===== src/rtl/bfa_pkg.sv =====
// Package for the bitmap first-free allocator.
// Sizes, field and status codes, request/response structs, controller links.
// No dependencies.
package bfa_pkg;

    localparam int unsigned ENTRIES = 8192;
    localparam int unsigned FIELD_W = 14;
    localparam int unsigned WORD_W  = 64;
    localparam int unsigned BIT_W   = $clog2(WORD_W);
    localparam int unsigned ROWS    = ENTRIES / WORD_W;
    localparam int unsigned ROW_W   = $clog2(ROWS);
    localparam int unsigned LIM_MAX = (ENTRIES < 16383) ? ENTRIES : 16383;

    localparam logic [FIELD_W-1:0] USED_MAX    = '1;
    localparam logic [FIELD_W-1:0] TOTAL_RESET = 14'd8192;

    localparam int unsigned CFG_ADDR_W = 3;
    localparam logic [CFG_ADDR_W-1:0] ADDR_TOTAL = 3'd0;

    localparam logic [1:0] ACT_ALLOC = 2'd0;
    localparam logic [1:0] ACT_FREE  = 2'd1;
    localparam logic [1:0] ACT_MARK  = 2'd2;

    localparam logic [1:0] ST_OK    = 2'd0;
    localparam logic [1:0] ST_FULL  = 2'd1;
    localparam logic [1:0] ST_RANGE = 2'd2;

    typedef struct packed {
        logic [1:0]         action;
        logic [FIELD_W-1:0] entry_number;
    } req_t;

    typedef struct packed {
        logic [FIELD_W-1:0] allocated_number;
        logic [1:0]         status;
        logic [FIELD_W-1:0] free_count;
    } rsp_t;

    typedef struct packed {
        logic capture;
        logic alloc_step;
        logic upd_step;
        logic push;
    } cmd_t;

    typedef struct packed {
        logic is_alloc;
        logic is_update;
        logic scan_done;
    } sts_t;

endpackage


===== src/rtl/bfa_ctrl.sv =====
// Allocator controller: request sequencing, scan loop control, response valid.
// Depends on bfa_pkg.
module bfa_ctrl (
    input  logic          clk,
    input  logic          rst_n,
    input  logic          req_valid,
    output logic          req_stall,
    output logic          rsp_valid,
    input  logic          rsp_stall,
    input  bfa_pkg::sts_t sts,
    output bfa_pkg::cmd_t cmd
);

    typedef enum logic [1:0] {
        S_IDLE,
        S_SCAN,
        S_UPDATE,
        S_RESULT
    } state_t;

    state_t state_reg;
    logic   rsp_valid_reg;

    always_comb
    begin
        cmd.capture    = (state_reg == S_IDLE) && req_valid;
        cmd.alloc_step = (state_reg == S_SCAN);
        cmd.upd_step   = (state_reg == S_UPDATE);
        cmd.push       = (state_reg == S_RESULT) && (!rsp_valid_reg || !rsp_stall);
        req_stall      = (state_reg != S_IDLE);
    end

    always_ff @(posedge clk or negedge rst_n)
    begin
        if (!rst_n)
        begin
            state_reg     <= S_IDLE;
            rsp_valid_reg <= 1'b0;
        end
        else
        begin
            if (cmd.push)
            begin
                rsp_valid_reg <= 1'b1;
            end
            else if (!rsp_stall)
            begin
                rsp_valid_reg <= 1'b0;
            end

            case (state_reg)
                S_IDLE:
                begin
                    if (req_valid)
                    begin
                        if (sts.is_alloc)
                        begin
                            state_reg <= S_SCAN;
                        end
                        else if (sts.is_update)
                        begin
                            state_reg <= S_UPDATE;
                        end
                        else
                        begin
                            state_reg <= S_RESULT;
                        end
                    end
                end
                S_SCAN:
                begin
                    if (sts.scan_done)
                    begin
                        state_reg <= S_RESULT;
                    end
                end
                S_UPDATE:
                begin
                    state_reg <= S_RESULT;
                end
                S_RESULT:
                begin
                    if (cmd.push)
                    begin
                        state_reg <= S_IDLE;
                    end
                end
                default:
                begin
                    state_reg <= S_IDLE;
                end
            endcase
        end
    end

    assign rsp_valid = rsp_valid_reg;

endmodule


===== config.mk =====
export PLATFORM = sky130hd
export DESIGN_NAME = bfa_ctrl
export DESIGN_NICKNAME = d
export VERILOG_FILES = /design/src/rtl/bfa_pkg.sv /design/src/rtl/bfa_ctrl.sv
export SDC_FILE = /design/constraint.sdc
export NUM_CORES = 1
export LEC_CHECK = 0
export BUFFER_PORTS_ARGS = -buffer_cell sky130_fd_sc_hd__buf_4
export CORE_AREA = 5 5 42 44
export CTS_CLUSTER_SIZE = 24
export DETAILED_ROUTE_END_ITERATION = 10
export DIE_AREA = 0 0 47 49
export GPL_TIMING_DRIVEN = 0
export PLACE_DENSITY_LB_ADDON = 0.25
export SLEW_MARGIN = 20
export SYNTH_ARGS = -nofsm -noshare
export SYNTH_HDL_FRONTEND = slang
export SYNTH_SLANG_ARGS = --single-unit
export TNS_END_PERCENT = 20

===== constraint.sdc =====
create_clock -name clk -period 2.62 [get_ports clk]
set_input_delay 0.262 -clock clk [delete_from_list [all_inputs] [get_ports clk]]
set_output_delay 0.262 -clock clk [all_outputs]
set_load 0.1 [all_outputs]

# After elaboration in Yosys (flattened, before gate mapping)
# Index checks and enable logic that the tools add are counted.
dict set report totals {
  in_bits 7
  output_inout_bits 6
  word_cells 25
  regBits 3
}
dict set report op_classes {
  n_mux 8
  reduce_logical 8
  n_eq_ne 7
}
# cell n
set ops {}
lappend ops {{2-bit two-way mux} 4}
lappend ops {{2-bit case mux with 4 select lines} 1}
lappend ops {{2-bit != test, second input constant} 3}
lappend ops {{2-bit == test, second input constant} 2}
lappend ops {{1-bit two-way mux} 3}
lappend ops {{3-bit AND reduction} 1}
lappend ops {{2-bit by 1-bit == test with 1-bit output, second input constant} 1}
lappend ops {{1-bit logical AND} 2}
lappend ops {{1-bit zero test} 2}
lappend ops {{2-bit zero test} 1}
lappend ops {{2-bit by 1-bit != test with 1-bit output, second input constant} 1}
lappend ops {{2-bit nonzero test} 1}
lappend ops {{1-bit logical OR} 1}

# Logic depth before layout (Yosys ltp)
dict set report depth {
  depth_word 5
  ltp_mapped 5
  mapped_depth_nobuf 5
}

# Worst setup path after synthesis
# No wires, ideal clock.
dict set report synth_path {
  path_type {register to output}
  startpoint {reg rsp_valid_reg, in the netlist rsp_valid}
  endpoint {out cmd[0] in the netlist's numbering}
  t_required_ns 2.358
  arrival_ns 3.086
  setup_slack_ns -0.728
  n_path_buf 0
  path_stages_with_launch 2
  cell_sequence {dfrtp_1 a21boi_0}
}
# item line_no
set synth_rtl {}
lappend synth_rtl {{start, declared} bfa_ctrl.sv:22} ;# logic rsp_valid_reg;
lappend synth_rtl {{start signal, assigned} bfa_ctrl.sv:38} ;# rsp_valid_reg <= 1'b0;
lappend synth_rtl {{start signal, assigned} bfa_ctrl.sv:44} ;# rsp_valid_reg <= 1'b1;
lappend synth_rtl {{start signal, assigned} bfa_ctrl.sv:48} ;# rsp_valid_reg <= 1'b0;
lappend synth_rtl {{end, declared} bfa_ctrl.sv:11} ;# output bfa_pkg::cmd_t cmd

==> results_dict.tcl <==
set metrics [dict create \
    status "finished, final reports clean" \
    skew_ns 0.00352 \
    synth.avg_cell_area_um2 10.8 \
    port_buffers 12 \
    drcViolationCount 0 \
    final_antenna_net_count 0 \
    die_area_um2 2300 \
    vias_per_cell 3.96 \
    ys_types 12 \
    synth_top_area_share_pct 30.3 \
    setup_tns_ns 0 \
    cts_htree_levels 1 \
    antenna_cells 0 \
    crit_path_max_fanout 4 \
    drtIter0Drc 0 \
    dpl.hpwl_um 507 \
    grt_first_pass_wirelength_mm 1.07 \
    die_w_um 47 \
    fillCellCount 169 \
    slew_headroom_pct 81.3 \
    rsz0062_at_grt "no" \
    largest_reg_flops 2 \
    ys_seq_area_share_pct 30.3 \
    grt_use_total_pct 6.92 \
    max_freq_ghz 0.614 \
    clock_latency_ns 0.23 \
    cap_viol_max_count 0 \
    grt_max_degree 5 \
    synth_area_leaders "dfrtp_1 30%, ha_1 25%, mux2i_1 8.1%" \
    finalSetupViolCount 0 \
    area_delta_synth_final_pct 59.1 \
    top_level_ports 13 \
    yosys.area.top_type "dfrtp_1" \
    start_kind "flop" \
    multi_input_area_um2 154 \
    drive_above_1_share_pct 45.0 \
    antenna_found_initial 0 \
    synth_fp_nets 35 \
    ys_ff_latch 3 \
    cts_tree "done" \
    grt-ovfl-total 0 \
    routed_wl_um 635 \
    synth_ff_type "dfrtp_1" \
    seq_area_um2 75.1 \
    crit_arrival_ns 1.37 \
    crit_path_end_kind "primary output" \
    required_ns 2.36 \
    hp-class "input pin to flop" \
    grt_pass1_vias 266 \
    clk_path_buf_depth 2 \
    period_share_pct 62.1 \
    num_vias 222 \
    synth_warnings 0 \
    clk_pin_slew_ns 0.04 \
    min_period_ns 1.63 \
    cts-buffers-inserted 3 \
    globalplace.congestion 0.783 \
    syn_area_um2 248 \
    cts.sink_count 3 \
    async_reset_ff_share_pct 100 \
    criticalPathCategory "flop to primary output" \
    core-area_um2 1400 \
    hold_violations 0 \
    cts-root-buf "clkbuf_4" \
    placement_rows 14 \
    nets 53 \
    dr.pass1.iters 1 \
    initial_core_util_pct 17.7 \
    synth_common_cells "5 x ha_1, 5 x inv_1, 3 x dfrtp_1" \
    synthCells 23 \
    wire_per_inst_um 11.3 \
    tightest_slew_ns 0.282 \
    fp.dieH_um 49 \
    synth_edf_count 0 \
    timing.final.max_slew_violations 0 \
]
==> layer usage <==
layer  global-route usage, %  up-vias  share of wire (%)
met3                    2.58        2                5.0
met4                    7.83        0                3.0
li1                        -      110                  -
met1                    6.42      101                 36
met5                       0        -                  0
met2                    10.2        9                 56
==> worst paths after layout <==
check | startpoint | endpoint | slack (ns) | cells past startpoint
worst max-delay path | state_reg[0] | cmd[3] | 0.99 | 4
worst min-delay path | rsp_stall | rsp_valid | 0.26 | 2
worst max register to register | state_reg[1] | state_reg[0] | 1.18 | 5
worst min register to register | rsp_valid | rsp_valid | 0.56 | 1
max in group asynchronous | rst_n | state_reg[1] | 2.17 | 2
min in group asynchronous | rst_n | rsp_valid | 0.36 | 2
==> timing repair <==
item                      in CTS  in global routing
buffers inserted               0                  0
hold buffers                   1                  0
hold endpoints to repair       3                  0
resized for setup              0                  0
==> worst max-delay path, stage by stage, from the launching register on <==
cell and delay [ns]:
dfrtp_1 0.42, inv_1 0.13, ha_1 0.17, and2_1 0.13
buf_4 0.28
==> logic make-up after synthesis <==
group                    synth area share (%)
AO/OA/AOI/OAI                            14.6
adder cells (fa/ha/maj)                  25.3
buffers and inverters                    7.58
flip-flops                               30.3
multiplexers                             14.1
AND/OR/NAND/NOR                          8.08
==> cell type report <==
class	count	area share, %
Multi-Input combinational cell	15	39.0
Timing Repair Buffer	13	25.4
Sequential cell	3	19.0
Clock buffer	4	6.67
Tap cell	16	5.08
Inverter	5	4.76
==> through the flow <==
step / utilization (%) / setup WS (ns) / cell area [um^2] / std cells / hold WS, ns
after detailed placement: 25.5 / 1.17 / 358 / 51 / 0.0528
after CTS: 28.1 / 0.976 / 394 / 56 / 0.256
after floorplan: - / 0.0382 / 248 / 23 / -0.0336
final: 28.1 / 0.993 / 394 / 56 / 0.264
after global placement: 25.5 / 1.20 / 358 / 51 / 0.0515
after global routing: 28.1 / 0.894 / 394 / 56 / 0.261
==> placed cells by master, fill, tap and decap left out <==
cell	count
inv_1	5
mux2i_1	2
dfrtp_1	3
ha_1	5
buf_4	12
clkbuf_1	1
nand3_2	1
dlygate4sd3_1	1
nor2_1	1
a21o_1	1
a31oi_1	1
and2_1	1
mux2_4	1
o221ai_2	1
clkbuf_4	3
a21boi_1	1
Power is not shown: default switching activity piles up to over one toggle a cycle in this logic, so the estimate is an artifact.
